[src/hw/rtl/cpu_alu_pkg.sv]
`default_nettype none
// ----------------------------------------------------------------------------
// cpu_alu_pkg
// Operation codes shared by the 8-bit ALU with flag outputs.
// ----------------------------------------------------------------------------
package cpu_alu_pkg;

  localparam int unsigned ActionWidth = 4;
  localparam int unsigned DataWidth   = 16;
  localparam int unsigned ByteWidth   = 8;

  typedef enum logic [ActionWidth-1:0] {
    ACT_ADD = 4'd0,
    ACT_ADC = 4'd1,
    ACT_SUB = 4'd2,
    ACT_SBC = 4'd3,
    ACT_AND = 4'd4,
    ACT_XOR = 4'd5,
    ACT_OR  = 4'd6,
    ACT_CP  = 4'd7,
    ACT_INC = 4'd8,
    ACT_DEC = 4'd9
  } act_t;

endpackage : cpu_alu_pkg
`default_nettype wire

[src/hw/rtl/cpu_alu_with_flags.sv]
`default_nettype none
// ----------------------------------------------------------------------------
// cpu_alu_with_flags
// 8-bit CPU ALU with Z/N/H/C flag outputs and 16-bit add, inc and dec.
// ----------------------------------------------------------------------------
// Usage:
//   Input channel (in_valid/in_ready) carries one operation word: action,
//   wide flag, two operands, current carry and keep-carry. Output channel
//   (out_valid/out_ready) returns one result word per input word: result,
//   write enables, the four flags and an illegal-operation marker.
//   Path: the word is captured in the input register when accepted,
//   evaluated by the flag and adder logic, and loaded into the result
//   register once that register is empty or being drained; out_valid
//   rises with that load. Throughput: one word per cycle while out_ready
//   is high. Input and result registers advance together, so the block
//   keeps taking words while results drain.
//   Stall: when out_ready is low the result register holds, the input
//   register holds its word behind it, and in_ready drops once both are
//   full. No word is lost or repeated.
//   Reset (rst_n low, synchronous) empties both registers; the ALU has no
//   other state.
// ----------------------------------------------------------------------------
module cpu_alu_with_flags (
  input  wire logic        clk,
  input  wire logic        rst_n,

  input  wire logic        in_valid,
  output logic             in_ready,
  input  wire logic [3:0]  in_action,
  input  wire logic        in_is_wide,
  input  wire logic [15:0] in_first,
  input  wire logic [15:0] in_second,
  input  wire logic        in_carry_in,
  input  wire logic        in_keep_carry,

  output logic             out_valid,
  input  wire logic        out_ready,
  output logic [15:0]      out_result,
  output logic             out_write_result,
  output logic             out_flags_valid,
  output logic             out_zero_flag,
  output logic             out_subtract_flag,
  output logic             out_half_flag,
  output logic             out_carry_flag_out,
  output logic             out_carry_valid,
  output logic             out_illegal
);

  typedef struct packed {
    logic [15:0] result;
    logic        write_result;
    logic        flags_valid;
    logic        zero_flag;
    logic        subtract_flag;
    logic        half_flag;
    logic        carry_flag_out;
    logic        carry_valid;
    logic        illegal;
  } res_t;

  // Input register
  logic                s1_valid_r;
  cpu_alu_pkg::act_t   s1_action_r;
  logic                s1_is_wide_r;
  logic [15:0]         s1_first_r;
  logic [15:0]         s1_second_r;
  logic                s1_carry_in_r;
  logic                s1_keep_carry_r;

  // Result register
  logic                out_valid_r;
  res_t                out_res_r;
  res_t                out_res_nxt;

  logic                out_load;
  logic                in_load;

  assign out_load = s1_valid_r && (!out_valid_r || out_ready);
  assign in_ready = !s1_valid_r || out_load;
  assign in_load  = in_valid && in_ready;

  always_ff @(posedge clk) begin
    if (!rst_n) begin
      s1_valid_r  <= 1'b0;
      out_valid_r <= 1'b0;
    end else begin
      if (in_ready) begin
        s1_valid_r <= in_valid;
      end
      if (out_load) begin
        out_valid_r <= 1'b1;
      end else if (out_ready) begin
        out_valid_r <= 1'b0;
      end
    end
  end

  always_ff @(posedge clk) begin
    if (in_load) begin
      s1_action_r     <= cpu_alu_pkg::act_t'(in_action);
      s1_is_wide_r    <= in_is_wide;
      s1_first_r      <= in_first;
      s1_second_r     <= in_second;
      s1_carry_in_r   <= in_carry_in;
      s1_keep_carry_r <= in_keep_carry;
    end
    if (out_load) begin
      out_res_r <= out_res_nxt;
    end
  end

  // Datapath
  logic [7:0]  a_lo, b_lo, a_hi, b_hi;
  logic        ci;
  logic [8:0]  add9, sub9, lo9, hi9;
  logic [4:0]  add_nib, sub_nib, hi_nib;
  logic [15:0] w_inc, w_dec;

  assign a_lo = s1_first_r[7:0];
  assign b_lo = s1_second_r[7:0];
  assign a_hi = s1_first_r[15:8];
  assign b_hi = s1_second_r[15:8];
  assign ci   = ((s1_action_r == cpu_alu_pkg::ACT_ADC) ||
                 (s1_action_r == cpu_alu_pkg::ACT_SBC)) ? s1_carry_in_r : 1'b0;

  assign add9    = {1'b0, a_lo} + {1'b0, b_lo} + {8'd0, ci};
  assign sub9    = {1'b0, a_lo} - {1'b0, b_lo} - {8'd0, ci};
  // Bit 4 of the nibble sums is the half carry or half borrow.
  assign add_nib = {1'b0, a_lo[3:0]} + {1'b0, b_lo[3:0]} + {4'd0, ci};
  assign sub_nib = {1'b0, a_lo[3:0]} - {1'b0, b_lo[3:0]} - {4'd0, ci};

  // Wide add: two byte adds, carry passed into the high half
  assign lo9    = {1'b0, a_lo} + {1'b0, b_lo};
  assign hi9    = {1'b0, a_hi} + {1'b0, b_hi} + {8'd0, lo9[8]};
  assign hi_nib = {1'b0, a_hi[3:0]} + {1'b0, b_hi[3:0]} + {4'd0, lo9[8]};

  assign w_inc = s1_first_r + s1_second_r;
  assign w_dec = s1_first_r - s1_second_r;

  always_comb begin
    logic [7:0] r8;
    logic       h;
    logic       c;
    logic       n;
    logic       bad;

    r8  = 8'd0;
    h   = 1'b0;
    c   = 1'b0;
    n   = 1'b0;
    bad = 1'b0;
    out_res_nxt = '0;

    case (s1_action_r)
      cpu_alu_pkg::ACT_ADD, cpu_alu_pkg::ACT_ADC, cpu_alu_pkg::ACT_INC: begin
        r8 = add9[7:0];
        h  = add_nib[4];
        c  = add9[8];
      end
      cpu_alu_pkg::ACT_SUB, cpu_alu_pkg::ACT_SBC, cpu_alu_pkg::ACT_CP,
      cpu_alu_pkg::ACT_DEC: begin
        r8 = sub9[7:0];
        h  = sub_nib[4];
        c  = sub9[8];
        n  = 1'b1;
      end
      cpu_alu_pkg::ACT_AND: begin
        r8 = a_lo & b_lo;
        h  = 1'b1;
      end
      cpu_alu_pkg::ACT_XOR: r8 = a_lo ^ b_lo;
      cpu_alu_pkg::ACT_OR:  r8 = a_lo | b_lo;
      default:              bad = 1'b1;
    endcase

    if (bad) begin
      out_res_nxt.illegal = 1'b1;
    end else if (s1_is_wide_r) begin
      case (s1_action_r)
        cpu_alu_pkg::ACT_ADD: begin
          out_res_nxt.result         = {hi9[7:0], lo9[7:0]};
          out_res_nxt.write_result   = 1'b1;
          out_res_nxt.flags_valid    = 1'b1;
          out_res_nxt.zero_flag      = (hi9[7:0] == 8'd0);
          out_res_nxt.half_flag      = hi_nib[4];
          out_res_nxt.carry_flag_out = hi9[8];
          out_res_nxt.carry_valid    = 1'b1;
        end
        cpu_alu_pkg::ACT_INC: begin
          out_res_nxt.result       = w_inc;
          out_res_nxt.write_result = 1'b1;
        end
        cpu_alu_pkg::ACT_DEC: begin
          out_res_nxt.result       = w_dec;
          out_res_nxt.write_result = 1'b1;
        end
        default: out_res_nxt.illegal = 1'b1;
      endcase
    end else begin
      out_res_nxt.result         = {8'd0, r8};
      out_res_nxt.write_result   = (s1_action_r != cpu_alu_pkg::ACT_CP);
      out_res_nxt.flags_valid    = 1'b1;
      out_res_nxt.zero_flag      = (r8 == 8'd0);
      out_res_nxt.subtract_flag  = n;
      out_res_nxt.half_flag      = h;
      out_res_nxt.carry_flag_out = s1_keep_carry_r ? 1'b0 : c;
      out_res_nxt.carry_valid    = !s1_keep_carry_r;
    end
  end

  assign out_valid          = out_valid_r;
  assign out_result         = out_res_r.result;
  assign out_write_result   = out_res_r.write_result;
  assign out_flags_valid    = out_res_r.flags_valid;
  assign out_zero_flag      = out_res_r.zero_flag;
  assign out_subtract_flag  = out_res_r.subtract_flag;
  assign out_half_flag      = out_res_r.half_flag;
  assign out_carry_flag_out = out_res_r.carry_flag_out;
  assign out_carry_valid    = out_res_r.carry_valid;
  assign out_illegal        = out_res_r.illegal;

  // An illegal word writes nothing.
  a_illegal_quiet: assert property (@(posedge clk) disable iff (!rst_n)
    (out_valid && out_illegal) |-> (!out_write_result && !out_flags_valid &&
                                    !out_carry_valid && (out_result == 16'd0)))
    else $error("illegal word carries writes");

  // Carry is never written without the other flags.
  a_carry_needs_flags: assert property (@(posedge clk) disable iff (!rst_n)
    (out_valid && out_carry_valid) |-> out_flags_valid)
    else $error("carry written without flags");

  // A word in the input register stays there until it moves to the output.
  a_s1_hold: assert property (@(posedge clk) disable iff (!rst_n)
    (s1_valid_r && !out_load) |=> s1_valid_r)
    else $error("input register word dropped");

  // A result taken while the input register is empty leaves the output empty.
  a_out_drain: assert property (@(posedge clk) disable iff (!rst_n)
    (out_valid && out_ready && !s1_valid_r) |=> !out_valid)
    else $error("result repeated");

endmodule : cpu_alu_with_flags
`default_nettype wire
[config.mk]
export PLATFORM = sky130hd
export DESIGN_NAME = cpu_alu_with_flags
export DESIGN_NICKNAME = d
export VERILOG_FILES = /design/src/hw/rtl/cpu_alu_pkg.sv /design/src/hw/rtl/cpu_alu_with_flags.sv
export SDC_FILE = /design/constraint.sdc
export NUM_CORES = 1
export LEC_CHECK = 0
export ABC_AREA = 0
export BUFFER_PORTS_ARGS = -buffer_cell sky130_fd_sc_hd__buf_2
export CAP_MARGIN = 20
export CORE_MARGIN = 2
export CORE_UTILIZATION = 30
export CTS_BUF_LIST = sky130_fd_sc_hd__clkbuf_8
export CTS_CLUSTER_SIZE = 10
export DETAILED_ROUTE_END_ITERATION = 16
export PLACE_DENSITY = 0.52
export SYNTH_ARGS = -nofsm -noshare
export SYNTH_HDL_FRONTEND = slang
export SYNTH_SLANG_ARGS = --single-unit
export TNS_END_PERCENT = 20
[constraint.sdc]
create_clock -name clk -period 6.5 [get_ports clk]
set_input_delay 0.975 -clock clk [delete_from_list [all_inputs] [get_ports clk]]
set_output_delay 0.975 -clock clk [all_outputs]
set_load 0.02 [all_outputs]
==> results of run 1 <==
power breakdown:
group	total (mW)	internal, mW	switching, mW
Sequential	0.516	0.490	0.0263
Clock	0.331	0.170	0.161
Combinational	0.372	0.151	0.221
Total	1.22	0.810	0.409
metrics by stage:
step | cell area, um^2 | power (mW) | cells
after global placement | 5740 | 0.892 | 809
after CTS | 5920 | 1.23 | 825
after floorplan | 5160 | 0.784 | 532
after detailed placement | 5740 | 0.891 | 809
after global routing | 5930 | 1.29 | 826
final | 5930 | 1.22 | 826
Yosys cell counts (8+ instances only):
cell type	number	area, um^2
edfxtp_1	63	1890
ha_1	55	688
a21oi_1	49	245
inv_1	42	158
nor2_1	39	146
xnor2_1	31	272
nand2_1	23	86.3
o21ai_0	21	105
xor2_1	16	140
nor2b_1	13	81.3
nor3_1	13	65.1
nand3_1	11	55.1
clkbuf_1	10	37.5
a211oi_1	8	60.1
a21o_1	8	60.1
nand2b_1	8	50.1
cells by family after synthesis:
family                     share of synthesized area
xor gates and xnor gates                      0.0798
DFF                                            0.375
AOI/OAI and AO/OA                              0.186
adders and majority gates                      0.161
buffers and inverters                         0.0417
and+or+nand+nor                                0.150
muxes                                        0.00801
final timing paths:
kind             startpoint            end  slack, ns  cells past startpoint
max reg2reg  s1_second_r[0]  out_zero_flag       1.83                     15
max          s1_second_r[0]  out_zero_flag       1.83                     15
min              s1_valid_r      out_valid       0.53                      1
min reg2reg      s1_valid_r      out_valid       0.53                      1
sequential cells by signal, indices dropped and copies added (netlist names), 4 cells and up:
| name | count |
|---|---|
| out_result | 16 |
| s1_action_r | 4 |
| s1_first_r | 16 |
| s1_second_r | 16 |
per-layer routing:
metal | global-route usage | part of all wire | routed length (um)
met3 | 0.0315 | 0.058 | 816
met1 | 0.225 | 0.49 | 6860
met4 | 0.0654 | 0.024 | 331
met5 | 0 | 0 | 0
met2 | 0.237 | 0.43 | 5960
layout make-up:
type / instances / area, um^2 / area share
multi-input cells: 411 / 3010 / 0.508
flip-flops and latches: 65 / 1930 / 0.326
repair buffers: 72 / 378 / 0.0637
well taps: 220 / 275 / 0.0464
inverters: 42 / 158 / 0.0266
clock buffers: 9 / 124 / 0.0209
clock inverters: 7 / 53.8 / 0.00907
==> key figures, run 1 <==
Placement
  – Pre-CTS WS: between 1.5 and 2 ns
  – Port Buffers: 68
  – Placer Congestion: 0.946
  – DP Wirelength: 11000 um

Synthesis
  – Seq cells post-synth: 65
  – Synth warnings: 0
  – Synth Instances: roughly 530
  – Sequential area share after synthesis: 0.375
  – Post-synth EDFFs: 63
  – Asr flop ratio synth: 0
  – Main synth FF type: edfxtp_1
  – Syn Nets: 637
  – Synth unique cells: 58
  – Netlist Area Pre-Place: 5160 um^2
  – Post-Syn Area per Cell: between 9 and 10 um^2

Critical path
  – Crit path arrival time: 4.85 ns
  – Crit path capture type: register
  – Most frequent CP cell: fa_1
  – Worst path slowest cell: a211oi_1
  – Data required, critical path: 6.67 ns
  – CP bufs+invs: 0
  – CP Class: reg -> reg
  – Top delay family on crit path: compound AO/OA/AOI/OAI gates
  – Crit-path max cell delay: 0.53 ns
  – Critical-path cell list: ha_1 > fa_1 > a211oi_1 > o21ai_1 > a21o_1 > a21oi_1 > fa_1 > fa_1 > nor2b_1 > o21ai_1 > nand2_1 > nor2_1 > nor2_1 > or4_1 > o41ai_1
  – CP Launch Type: register
  – CP Max Fanout: 5

Global route
  – Total GRT Usage: 0.159
  – Initial antenna violation count: 0
  – Global-route wire length before repair: 22300 um
  – Global route overflow: 0
  – Number of global-route vias before repair: 4069
  – Pin count of the biggest net entering global routing: 40

Cells and area
  – Share of cells above drive strength 1: 0.147
  – Layout area overhead: 15.1%
  – # diodes: 0
  – Commonest non-fill, non-tap cell in the layout: buf_2
  – Core Util, Final: 0.355
  – NumNets Final: 706
  – Fillers: 1749
  – Most frequent cells in the layout: buf_2 (68), edfxtp_1 (63), ha_1 (55), a21oi_1 (49), inv_1 (44)

Clock tree
  – Clock latency on the worst-skew pair: 0.37 ns
  – CTS tree: done
  – Htree depth: 3
  – CTS Root Cell: clkbuf_8
  – Bufs on Longest Clock Path: 2
  – Hold_buf cts: 0
  – CTS Sinks: 65
  – Reg clk slew, reported paths: 0.07 ns
  – Post-CTS setup buffers: 0
  – # resized after CTS: 0
  – CTS buffer count: 9

Drt
  – Router iterations before antenna repair: 7
  – Antenna Nets Post-Route: 0
  – Total Routed Length: 14000 um
  – DRC errors left: 0
  – Initial DRC Count: 367
  – Vias per std cell: 5.08
  – Via Count: 4197
  – Wire per inst: between 15 and 20 um

Floorplan
  – # rows: 47
  – Core box area: about 17000 um^2
  – Die width: around 140 um
  – Starting Density: 0.309
  – Die area: roughly 18000 um^2
  – Die Ht: 135 um
  – Ports: a little under 70

Worst hold path
  – Worst min path class: reg -> reg

Run status
  – Status: completed

Timing
  – Final setup fails: 0
  – Period utilisation layout: 0.719
  – Clock skew: between 0.01 and 0.015 ns
  – F_max: about 0.21 GHz
  – Setup ws final: 1.83 ns
  – Slew Limit Headroom: 0.355
  – RSZ-0062 raised after global routing: false
  – Final hold vios: 0
  – Minimum clock period after layout: around 4.7 ns
  – Setup total negative slack: 0 ns
  – Slew @ Worst Pin: 0.967 ns
  – Hold slack: around 0.53 ns
  – Final slew viol count: 0

Power
  – Leak pwr: approximately 2.4 nW
  – PwrDens: 205 nW/um^2
  – Peak VDD IR: 0.0865 mV

Run
  – Max-cap violations: 0
(Power assumes the default switching activity.)
==> inputs of run 2 (changes only) <==
- clock period: 6.5 -> 4.5 ns (I/O delays scaled with it)
==> key figures, run 2 (synthesis gave the netlist of run 1 again) <==
Cells and area
  – # diodes: 0 (unchanged)
  – Commonest non-fill, non-tap cell in the layout: buf_2
  – NumNets Final: 713 (+0.99%)
  – Layout area overhead: 16.4%
  – Share of cells above drive strength 1: 0.165 (+0.0179)
  – Most frequent cells in the layout: buf_2 (69), edfxtp_1 (63), ha_1 (55), a21oi_1 (49), inv_1 (43)

Placement
  – Port Buffers: 68 (unchanged)
  – DP Wirelength: 10700 um (-3.3%)
  – Placer Congestion: 0.883 (-6.7%)

Timing
  – F_max: 0.244 GHz (+14%)
  – Period utilisation layout: 0.910 (+0.191)
  – RSZ-0062 raised after global routing: false
  – Final setup fails: 0 (unchanged)
  – Clock skew: 0.00704 ns (-0.00377 ns)
  – Slew @ Worst Pin: 0.966 ns (-0.000857 ns)
  – Final hold vios: 0 (unchanged)
  – Setup total negative slack: 0 ns (unchanged)
  – Final slew viol count: 0 (unchanged)
  – Minimum clock period after layout: 4.10 ns (-0.578 ns)
  – Slew Limit Headroom: 0.356 (+0.000571)

Power
  – Leak pwr: 2.45 nW (+1.5%)
  – Peak VDD IR: 0.120 mV (+39%)
  – Final Power: 1.76 mW (+45%)
  – PwrDens: 294 nW/um^2 (+43%)

Drt
  – Vias per std cell: 5.05 (-0.63%)
  – Via Count: 4206 (+0.21%)
  – Router iterations before antenna repair: 5 (-2)
  – Total Routed Length: 13500 um (-3.5%)
  – DRC errors left: 0 (unchanged)
  – Antenna Nets Post-Route: 0 (unchanged)
  – Wire per inst: 16.2 um (-4.3%)
  – Initial DRC Count: 238 (-35%)

Critical path
  – RR Startpoint: s1_first_r[0]
  – CP Max Fanout: 5 (unchanged)
  – Data required, critical path: 4.68 ns (-1.99 ns)
  – Critical path origin: s1_first_r[0]
  – Crit path capture type: register
  – CP Launch Type: register
  – Crit path arrival time: 4.28 ns (-0.57 ns)
  – CP Class: reg -> reg

Global route
  – M3 GR Usage: 0.0345 (+0.00300)
  – Global route overflow: 0 (unchanged)
  – Global-route wire length before repair: 21700 um (-2.6%)
  – Number of global-route vias before repair: 4196 (+3.1%)
  – Global route hottest layer: met2
  – GRT met1 Usage: 0.210 (-0.0156)
  – Initial antenna violation count: 0 (unchanged)
  – Total GRT Usage: 0.153 (-0.00591)
  – Met2 Usage GRT: 0.232 (-0.00536)
  – Pin count of the biggest net entering global routing: 40 (unchanged)

Clock tree
  – CTS buffer count: 9 (unchanged)
  – Hold_buf cts: 0 (unchanged)
  – CTS Sinks: 65 (unchanged)
  – Htree depth: 3 (unchanged)
  – Bufs on Longest Clock Path: 2 (unchanged)
  – Post-CTS setup buffers: 0 (unchanged)
  – CTS Root Cell: clkbuf_8
  – Reg clk slew, reported paths: 0.07 ns (about the same)
  – CTS tree: done
  – Clock latency on the worst-skew pair: 0.37 ns (about the same)

Floorplan
  – Die area: 18300 um^2 (unchanged)
  – Core box area: 16700 um^2 (unchanged)
  – Die Ht: 135 um (unchanged)
  – # rows: 47 (unchanged)
  – Starting Density: 0.309 (unchanged)
  – Die width: 135 um (unchanged)
  – Ports: 69 (unchanged)

Run status
  – Status: completed

Worst hold path
  – Hold path start: in_second[9]
  – Worst min path class: in -> reg

Run
  – Max-cap violations: 0 (unchanged)
## run 2: timing repair
item                       in CTS  in global routing
setup endpoints to repair       0                  1
gates resized for setup         0                  2
hold endpoints to repair        0                  0
## run 2: area by class of cell
| cell class | instances | area (um^2) |
|---|---|---|
| Fill cell | 1732 | 10700 |
| Multi-Input combinational cell | 411 | 3030 |
| Sequential cell | 65 | 1930 |
| Timing Repair Buffer | 79 | 428 |
| Tap cell | 220 | 275 |
| Inverter | 42 | 158 |
| Clock buffer | 9 | 124 |
| Clock inverter | 7 | 62.6 |
## run 2: layer usage
metal	up-vias	part of all wire
met1	1975	0.49
met2	103	0.43
met5	-	0
met4	0	0.021
met3	19	0.056
li1	2109	-
## run 2: through the flow
stage / util / setup slack [ns] / std cells / instance area, um^2 / hold slack, ns
after floorplan: - / 0.703 / 532 / 5160 / 0.477
final: 0.360 / 0.404 / 833 / 6010 / 0.473
after global placement: 0.346 / 0.407 / 815 / 5790 / 0.487
after CTS: 0.358 / 0.212 / 831 / 5970 / 0.454
after detailed placement: 0.346 / 0.249 / 815 / 5790 / 0.510
after global routing: 0.360 / 0.0762 / 833 / 6010 / 0.460
## run 2: final timing paths
path | end | slack (ns) | cells after the start
worst max register to register | out_zero_flag | 0.40 | 15
worst min register to register | out_valid | 0.52 | 1
worst max-delay path | out_zero_flag | 0.40 | 15
worst min-delay path | s1_second_r[9] | 0.47 | 1
## run 2: power by group
group          total [mW]  internal [mW]  switching [mW]
sequential          0.734          0.708          0.0266
combinational       0.550          0.222           0.328
clock               0.479          0.249           0.230
## run 2: critical path, stage by stage, from the launching register on
cell	delay, ns
edfxtp_1	0.44
ha_1	0.28
fa_1	0.51
a211oi_2	0.31
o21ai_1	0.15
a21o_1	0.18
a21oi_1	0.25
fa_1	0.26
fa_1	0.22
nor2b_1	0.06
o21ai_1	0.15
nand2_1	0.10
nor2_1	0.09
nor2_1	0.05
or4_1	0.51
o41ai_2	0.35
